$ cat config.mk
export PLATFORM = sky130hd
export DESIGN_NAME = csv_stream_tokenizer_core
export DESIGN_NICKNAME = d
export VERILOG_FILES = /design/src/hw/rtl/cst_pkg.sv /design/src/hw/rtl/csv_stream_tokenizer_core.sv /design/src/hw/rtl/cst_token_step.sv /design/src/hw/rtl/cst_out_fifo.sv
export SDC_FILE = /design/constraint.sdc
export NUM_CORES = 1
export LEC_CHECK = 0
export BUFFER_PORTS_ARGS = -buffer_cell sky130_fd_sc_hd__buf_2
export CELL_PAD_IN_SITES_DETAIL_PLACEMENT = 0
export CELL_PAD_IN_SITES_GLOBAL_PLACEMENT = 1
export CORE_UTILIZATION = 45
export CTS_CLUSTER_SIZE = 28
export DETAILED_ROUTE_END_ITERATION = 10
export HOLD_SLACK_MARGIN = 0.12
export PLACE_DENSITY_LB_ADDON = 0.1
export SYNTH_ARGS = -nofsm -noshare
export SYNTH_HDL_FRONTEND = slang
export SYNTH_SLANG_ARGS = --single-unit
$ cat constraint.sdc
create_clock -name clk -period 9.6 [get_ports clk]
set_input_delay 0.96 -clock clk [delete_from_list [all_inputs] [get_ports clk]]
set_output_delay 0.96 -clock clk [all_outputs]
set_load 0.005 [all_outputs]
$ cat src/hw/rtl/cst_pkg.sv
// ----------------------------------------------------------------------------
// cst_pkg
// Shared types and character codes for the CSV stream tokenizer.
// ----------------------------------------------------------------------------
`default_nettype none

package cst_pkg;

	localparam int OUT_POS_W  = 16;
	localparam int FIFO_DEPTH = 4;

	localparam logic [7:0] CH_COMMA   = 8'h2C;
	localparam logic [7:0] CH_NEWLINE = 8'h0A;
	localparam logic [7:0] CH_QUOTE   = 8'h22;

	typedef enum logic [3:0] {
		ST_START    = 4'b0001,
		ST_QUOTED   = 4'b0010,
		ST_UNQUOTED = 4'b0100,
		ST_AFTER    = 4'b1000
	} parse_state_t;

	typedef enum logic [2:0] {
		EV_DATA    = 3'd0,
		EV_QUOTE   = 3'd1,
		EV_COMMA   = 3'd2,
		EV_NEWLINE = 3'd3,
		EV_END     = 3'd4
	} ev_t;

	typedef enum logic [2:0] {
		K_DATA         = 3'd0,
		K_FIELD        = 3'd1,
		K_FIELD_RECORD = 3'd2,
		K_RECORD       = 3'd3,
		K_NONE         = 3'd4,
		K_ERROR        = 3'd5
	} kind_t;

	typedef struct packed {
		parse_state_t ps;
		logic         rec;
	} tok_state_t;

	typedef struct packed {
		logic                 last;
		logic [OUT_POS_W-1:0] pos;
		logic [7:0]           data;
		kind_t                kind;
	} res_t;

endpackage

`default_nettype wire

$ cat src/hw/rtl/csv_stream_tokenizer_core.sv
// ----------------------------------------------------------------------------
// csv_stream_tokenizer_core
// CSV byte tokenizer: data bytes, field and record ends, parse errors.
// ----------------------------------------------------------------------------
// The input byte is registered, then its results are written to the result
// queue. Throughput: one byte per cycle while the queue has room for two
// results; the single read port of the queue sends out one result at a time.
// Reset: arst_n clears the parse state, the held quote, the position count,
// the valid flag of the input register and the result queue.
// ----------------------------------------------------------------------------
`default_nettype none

module csv_stream_tokenizer_core #(
	parameter int POSITION_WIDTH = 16
) (
	input  wire logic        clk,
	input  wire logic        arst_n,
	input  wire logic        s_tvalid,
	output logic             s_tready,
	input  wire logic [7:0]  s_tdata,   // [7:0] in_byte
	input  wire logic [0:0]  s_tuser,   // [0] end_of_input
	output logic             m_tvalid,
	input  wire logic        m_tready,
	output logic [23:0]      m_tdata,   // [7:0] out_byte, [23:8] position
	output logic [2:0]       m_tuser,   // [2:0] kind
	output logic             m_tlast    // last result of the input transaction
);
	import cst_pkg::*;

	logic                      valid_s1;
	logic [7:0]                byte_s1;
	logic                      eoi_s1;

	tok_state_t                st_q;
	logic [POSITION_WIDTH-1:0] pos_q;
	logic                      quote_pending_q;

	logic                      advance;
	logic                      has_room;
	logic                      not_empty;
	logic                      is_quote;
	logic                      skip_b;
	logic                      hold_b;
	logic                      b_en;
	ev_t                       ev_a;
	ev_t                       ev_b;
	logic [7:0]                ch_a;
	tok_state_t                st_a;
	tok_state_t                st_b;
	logic [POSITION_WIDTH-1:0] pos_a;
	logic [POSITION_WIDTH-1:0] pos_b;
	logic                      a_v;
	logic                      b_v;
	res_t                      res_a;
	res_t                      res_b;
	res_t                      wr0;
	res_t                      wr1;
	res_t                      rd;

	assign advance  = valid_s1 && has_room;
	assign s_tready = !valid_s1 || advance;

	always_ff @(posedge clk or negedge arst_n) begin
		if (!arst_n) begin
			valid_s1 <= 1'b0;
		end else if (s_tready) begin
			valid_s1 <= s_tvalid;
		end
	end

	always_ff @(posedge clk) begin
		if (s_tready && s_tvalid) begin
			byte_s1 <= s_tdata;
			eoi_s1  <= s_tuser[0];
		end
	end

	// resolve the held quote first, then the current byte
	assign is_quote = !eoi_s1 && (byte_s1 == CH_QUOTE);
	assign ev_a     = is_quote ? EV_DATA : EV_QUOTE;
	assign ch_a     = is_quote ? CH_QUOTE : 8'h00;
	assign skip_b   = quote_pending_q && is_quote;
	assign hold_b   = !skip_b && is_quote && (st_a.ps != ST_START);
	assign b_en     = !skip_b && !hold_b;

	always_comb begin
		if (eoi_s1) ev_b = EV_END;
		else if (byte_s1 == CH_QUOTE) ev_b = EV_QUOTE;
		else if (byte_s1 == CH_COMMA) ev_b = EV_COMMA;
		else if (byte_s1 == CH_NEWLINE) ev_b = EV_NEWLINE;
		else ev_b = EV_DATA;
	end

	cst_token_step #(.POSITION_WIDTH(POSITION_WIDTH)) u_step_a (
		.en        (quote_pending_q),
		.st_in     (st_q),
		.pos_in    (pos_q),
		.ev        (ev_a),
		.ch        (ch_a),
		.st_out    (st_a),
		.pos_out   (pos_a),
		.res_valid (a_v),
		.res       (res_a)
	);

	cst_token_step #(.POSITION_WIDTH(POSITION_WIDTH)) u_step_b (
		.en        (b_en),
		.st_in     (st_a),
		.pos_in    (pos_a),
		.ev        (ev_b),
		.ch        (byte_s1),
		.st_out    (st_b),
		.pos_out   (pos_b),
		.res_valid (b_v),
		.res       (res_b)
	);

	always_ff @(posedge clk or negedge arst_n) begin
		if (!arst_n) begin
			st_q.ps         <= ST_START;
			st_q.rec        <= 1'b0;
			pos_q           <= '0;
			quote_pending_q <= 1'b0;
		end else if (advance) begin
			st_q            <= st_b;
			pos_q           <= pos_b;
			quote_pending_q <= hold_b;
		end
	end

	always_comb begin
		wr0      = a_v ? res_a : res_b;
		wr0.last = !(a_v && b_v);
		wr1      = res_b;
		wr1.last = 1'b1;
	end

	cst_out_fifo u_out_fifo (
		.clk       (clk),
		.arst_n    (arst_n),
		.push0     (advance && (a_v || b_v)),
		.push1     (advance && a_v && b_v),
		.wr0       (wr0),
		.wr1       (wr1),
		.pop       (m_tready),
		.rd        (rd),
		.not_empty (not_empty),
		.has_room  (has_room)
	);

	assign m_tvalid = not_empty;
	assign m_tdata  = {rd.pos, rd.data};
	assign m_tuser  = rd.kind;
	assign m_tlast  = rd.last;

`ifndef SYNTH
	a_pending_not_start: assert property (@(posedge clk) disable iff (!arst_n)
		quote_pending_q |-> (st_q.ps != ST_START))
		else $error("held quote in start state");

	a_rec_has_pos: assert property (@(posedge clk) disable iff (!arst_n)
		st_q.rec |-> (pos_q != '0))
		else $error("record open with zero position");

	a_eoi_clears_pending: assert property (@(posedge clk) disable iff (!arst_n)
		(advance && eoi_s1) |=> !quote_pending_q)
		else $error("quote held past end of input");
`endif

endmodule

`default_nettype wire

$ cat src/hw/rtl/cst_token_step.sv
// ----------------------------------------------------------------------------
// cst_token_step
// One token through the parse state machine: next state, position, result.
// ----------------------------------------------------------------------------
`default_nettype none

module cst_token_step #(
	parameter int POSITION_WIDTH = 16
) (
	input  wire logic                      en,
	input  wire cst_pkg::tok_state_t       st_in,
	input  wire logic [POSITION_WIDTH-1:0] pos_in,
	input  wire cst_pkg::ev_t              ev,
	input  wire logic [7:0]                ch,
	output cst_pkg::tok_state_t            st_out,
	output logic [POSITION_WIDTH-1:0]      pos_out,
	output logic                           res_valid,
	output cst_pkg::res_t                  res
);
	import cst_pkg::*;

	logic [POSITION_WIDTH-1:0] pos_inc;
	logic                      emit;
	logic                      restart;
	kind_t                     kind;
	logic [7:0]                data;
	tok_state_t                st_nx;

	assign pos_inc = (pos_in != {POSITION_WIDTH{1'b1}}) ? pos_in + 1'b1 : pos_in;

	always_comb begin
		emit    = 1'b0;
		restart = 1'b0;
		kind    = K_DATA;
		data    = 8'h00;
		st_nx   = st_in;
		unique case (st_in.ps)
			ST_QUOTED: begin
				case (ev)
					EV_QUOTE: st_nx.ps = ST_AFTER;
					EV_END: begin
						emit    = 1'b1;
						kind    = K_ERROR;
						restart = 1'b1;
					end
					default: begin
						emit = 1'b1;
						data = ch;
					end
				endcase
			end
			ST_UNQUOTED: begin
				case (ev)
					EV_DATA: begin
						emit = 1'b1;
						data = ch;
					end
					EV_QUOTE: begin
						emit    = 1'b1;
						kind    = K_ERROR;
						restart = 1'b1;
					end
					EV_COMMA: begin
						emit      = 1'b1;
						kind      = K_FIELD;
						st_nx.ps  = ST_START;
						st_nx.rec = 1'b1;
					end
					default: begin
						emit    = 1'b1;
						kind    = K_FIELD_RECORD;
						restart = 1'b1;
					end
				endcase
			end
			ST_AFTER: begin
				case (ev)
					EV_DATA, EV_QUOTE: begin
						emit    = 1'b1;
						kind    = K_ERROR;
						restart = 1'b1;
					end
					EV_COMMA: begin
						emit      = 1'b1;
						kind      = K_FIELD;
						st_nx.ps  = ST_START;
						st_nx.rec = 1'b1;
					end
					default: begin
						emit    = 1'b1;
						kind    = K_FIELD_RECORD;
						restart = 1'b1;
					end
				endcase
			end
			default: begin
				case (ev)
					EV_DATA: begin
						emit     = 1'b1;
						data     = ch;
						st_nx.ps = ST_UNQUOTED;
					end
					EV_QUOTE: st_nx.ps = ST_QUOTED;
					EV_COMMA: begin
						emit      = 1'b1;
						kind      = K_FIELD;
						st_nx.rec = 1'b1;
					end
					EV_NEWLINE: begin
						emit    = 1'b1;
						kind    = K_FIELD_RECORD;
						restart = 1'b1;
					end
					default: begin
						emit    = 1'b1;
						kind    = st_in.rec ? K_RECORD : K_NONE;
						restart = 1'b1;
					end
				endcase
			end
		endcase
	end

	always_comb begin
		if (!en) begin
			st_out  = st_in;
			pos_out = pos_in;
		end else if (restart) begin
			st_out.ps  = ST_START;
			st_out.rec = 1'b0;
			pos_out    = '0;
		end else begin
			st_out  = st_nx;
			pos_out = pos_inc;
		end
	end

	assign res_valid = en && emit;
	assign res.last  = 1'b0;
	assign res.pos   = OUT_POS_W'(pos_inc);
	assign res.data  = data;
	assign res.kind  = kind;

endmodule

`default_nettype wire

$ cat src/hw/rtl/cst_out_fifo.sv
// ----------------------------------------------------------------------------
// cst_out_fifo
// Small result queue: up to two entries written and one read per cycle.
// ----------------------------------------------------------------------------
`default_nettype none

module cst_out_fifo (
	input  wire logic          clk,
	input  wire logic          arst_n,
	input  wire logic          push0,
	input  wire logic          push1,
	input  wire cst_pkg::res_t wr0,
	input  wire cst_pkg::res_t wr1,
	input  wire logic          pop,
	output cst_pkg::res_t      rd,
	output logic               not_empty,
	output logic               has_room
);
	import cst_pkg::*;

	localparam int PTR_W = $clog2(FIFO_DEPTH);
	localparam int CNT_W = $clog2(FIFO_DEPTH + 1);

	res_t             entry_q [FIFO_DEPTH];
	logic [PTR_W-1:0] wr_ptr_q;
	logic [PTR_W-1:0] rd_ptr_q;
	logic [CNT_W-1:0] count_q;
	logic [PTR_W-1:0] wr_ptr_p1;
	logic             do_pop;

	assign wr_ptr_p1 = wr_ptr_q + 1'b1;
	assign do_pop    = pop && not_empty;

	always_ff @(posedge clk) begin
		if (push0) entry_q[wr_ptr_q] <= wr0;
		if (push1) entry_q[wr_ptr_p1] <= wr1;
	end

	always_ff @(posedge clk or negedge arst_n) begin
		if (!arst_n) begin
			wr_ptr_q <= '0;
			rd_ptr_q <= '0;
			count_q  <= '0;
		end else begin
			wr_ptr_q <= wr_ptr_q + PTR_W'(push0) + PTR_W'(push1);
			if (do_pop) rd_ptr_q <= rd_ptr_q + 1'b1;
			count_q <= count_q + CNT_W'(push0) + CNT_W'(push1) - CNT_W'(do_pop);
		end
	end

	assign rd        = entry_q[rd_ptr_q];
	assign not_empty = (count_q != '0);
	assign has_room  = (count_q <= CNT_W'(FIFO_DEPTH - 2));

endmodule

`default_nettype wire

==> flow_summary_export.csv <==
group,metric,value,unit
status,status,"completed",
clocking,cts-root-buf,"clkbuf_16",
sta,finalMaxSlewViolations,0,
placement,dp_hpwl,18400,um
clocking,insertion_delay,0.43,ns
critical_path,cp_top_family,"simple AND/OR/NAND/NOR gates",
synth,synthesis.area,9110,um^2
critical_path,critPathBufInv,0,
critical_path,crit_required,9.92,ns
placement,place.gp.congestion,1.00,
clocking,tritoncts,"done",
clocking,clock-sinks,151,
sta,setup_viol,0,
floorplanning,num_rows,51,
detailed_routing,vias,7504,
final_layout,regArea,4350,um^2
global_route,grtUsageTotal,0.272,
detailed_routing,avgViaCountPerCell,6.46,
detailed_routing,drt-initial-drc-count,912,
floorplanning,core-area,19700,um^2
job,maxCapViolations,0,
final_layout,final_util,0.514,
critical_path,cp-start-kind,"flip-flop",
synth,synth_area_leaders,"edfxtp_1 (39%), dfrtp_1 (8.0%), mux4_2 (6.9%)",
sta,fin_tns_setup,0,ns
critical_path,arrival,5.41,ns
synth,yosys_warnings,0,
synth,ys_seq_elements,151,
floorplanning,die-height,144,um
floorplanning,die_area,20800,um^2
sta,worst_pin_slew,1.28,ns
final_layout,drive_above_1_share,0.172,
critical_path,cp_max_fo,14,
synth,yosysSeqAreaShare,0.477,
synth,postSynthAreaPerCell,10.4,um^2
detailed_routing,wl_per_cell,23.4,um
sta,min_period_over_period,0.530,
floorplanning,start_util,0.464,
clocking,path_clk_slew,0.07,ns
sta,rsz0062_at_grt,"false",
synth,synthCells,876,
synth,async_reset_ff_frac,0.199,
placement,portBuffers,42,
synth,yosysTopAreaCell,"edfxtp_1",
synth,synth_most_common_cell,"edfxtp_1",
final_layout,final_nets,903,
detailed_routing,ant_nets,0,
worst_hold_path,holdCritPathClass,"reg -> reg",
synth,synth_edf_count,117,
clocking,hold_buffers,0,
final_layout,area.growth.synth_to_final,10.9,%
sta,relSlewSlack,0.140,
clocking,numCtsBuffers,17,
global_route,grt_antenna_before_repair,0,
final_layout,n_antenna_cell,0,
clocking,cts.repair.resized,0,
floorplanning,die_w,144,um
global_route,grt_pass1_wl,41900,um
power_and_ir_drop,ir_worst_vdd,138,uV
critical_path,slowest_stage,"nor4_2",
critical_path,critPathKind,"reg -> reg",
clocking,clk_path_buf_depth,2,
synth,synth_cell_types,91,
power_and_ir_drop,p_leak,0.00351,uW
critical_path,cp_cell_sequence,"or4_1 -> nor3_2 -> o2bb2ai_1 -> and2_1 -> nor4_2 -> nand2_1 -> or3_1 -> a31oi_1",
synth,syn_nets,896,
detailed_routing,routed_wl,27200,um
global_route,grt_overflow,0,
clocking,ctsHtreeMaxLevel,4,
detailed_routing,firstDrtPassIters,5,
final_layout,fill_cells,1815,
sta,timing.fmax,196,MHz
sta,finalCriticalPeriod,5.09,ns
sta,fin_worst_skew,0.0126,ns
clocking,cts_setup_buffers,0,
synth,synthTopCellsByCount,"edfxtp_1 (117), nor2_1 (88), nand2_1 (69)",
placement,dp_slack,4.67,ns
power_and_ir_drop,p_per_area,299,nW/um^2
global_route,grt_max_degree,53,
critical_path,endpoint_kind,"flip-flop",
critical_path,max_stage_delay,1.08,ns
detailed_routing,drc,0,
sta,post-route-worst-setup-slack,4.51,ns
final_layout,multi_input_area,4460,um^2
synth,yosys.area.top_type_share,0.385,
global_route,grt_pass1_vias,7087,
synth,synth_ff_type,"edfxtp_1",
floorplanning,ios,43,
sta,hold_ws,0.470,ns
sta,final_hold_viol_count,0,
-- layout by cell type (no fill, tap or decap), drive strengths merged, types with 8 or more instances in the layout --
master,instances
a211oi,20
a21o,10
a21oi,53
a31oi,16
and2,28
and3,9
buf,56
clkbuf,17
dfrtp,29
edfxtp,117
inv,22
mux2i,8
mux4,28
nand2,70
nand3,26
nand4,15
nor2,89
nor3,36
nor4,9
o211ai,10
o21ai,45
o22ai,23
o31ai,8
or3,8
xnor2,13
xor2,8
-- state kept, by name (all words and copies together), names as in the netlist --
name,flops
quote_pending_q,1
u_out_fifo.count_q,3
pos_q,16
st_q,5
u_out_fifo.entry_q,112
u_out_fifo.rd_ptr_q,2
u_out_fifo.wr_ptr_q,2
valid_s1,1
byte_s1,8
eoi_s1,1
-- layer usage --
layer | vias to the layer above | GRT usage | share of wire
met2 | 314 | 0.419 | 0.46
met3 | 42 | 0.0457 | 0.062
met1 | 3743 | 0.393 | 0.46
met5 | - | 0 | 0
met4 | 0 | 0.0765 | 0.018
li1 | 3405 | - | -
-- stage by stage --
stage / instances / cell area, um^2 / total power (uW)
final: 1161 / 10100 / 3020
after global routing: 1161 / 10100 / 3200
after CTS: 1161 / 10100 / 3010
after detailed placement: 1129 / 9500 / 2320
after global placement: 1129 / 9500 / 2300
after floorplan: 876 / 9110 / 1900
-- layout make-up --
cell class / count / share of cell area
clock buffers: 17 / 0.0421
multi-input cells: 643 / 0.441
inverters: 14 / 0.00520
repair buffers: 56 / 0.0312
clock inverters: 15 / 0.0176
flip-flops and latches: 151 / 0.430
well taps: 265 / 0.0328
-- report_power, final --
group | total (uW) | leakage (uW) | internal, uW | switching (uW)
combinational | 1280 | 0.00173 | 476 | 802
sequential | 1050 | 0.00149 | 897 | 154
clock | 688 | 0.000291 | 374 | 313
-- worst reg2reg max path, cell delays in order (launching register included) --
cell	delay, ns
edfxtp_1	0.48
or4_1	0.74
nor3_2	0.83
o2bb2ai_1	0.34
and2_1	0.29
nor4_2	1.09
nand2_1	0.52
or3_1	0.45
a31oi_1	0.26
-- cells by family (layout without fill, tap and decap cells) --
| family | after synthesis | count (layout) | share of synthesized area |
|---|---|---|---|
| simple gates | 329 | 329 | 0.187 |
| fa+ha+maj | 7 | 7 | 0.0121 |
| mux | 40 | 40 | 0.0829 |
| flops | 151 | 151 | 0.477 |
| buf+inv | 82 | 102 | 0.0358 |
| compound gates | 246 | 246 | 0.185 |
| xor+xnor | 21 | 21 | 0.0202 |
-- final timing paths --
check                      slack, ns                                endpoint                                    from  depth (start not counted)
min in group asynchronous       0.62                    pos_q[8]$_DFFE_PN0P_                                  arst_n                          1
max in group asynchronous       8.39      u_out_fifo.rd_ptr_q[0]$_DFFE_PN0P_                                  arst_n                          1
max                             4.51                    pos_q[0]$_DFFE_PN0P_                    byte_s1[4]$_DFFE_PP_                          8
max reg2reg                     4.51                    pos_q[0]$_DFFE_PN0P_                    byte_s1[4]$_DFFE_PP_                          8
min reg2reg                     0.47  u_out_fifo.entry_q[1][27]$_SDFFE_PP1P_  u_out_fifo.entry_q[1][27]$_SDFFE_PP1P_                          1
min                             0.47  u_out_fifo.entry_q[1][27]$_SDFFE_PP1P_  u_out_fifo.entry_q[1][27]$_SDFFE_PP1P_                          1
(Power assumes the default switching activity.)
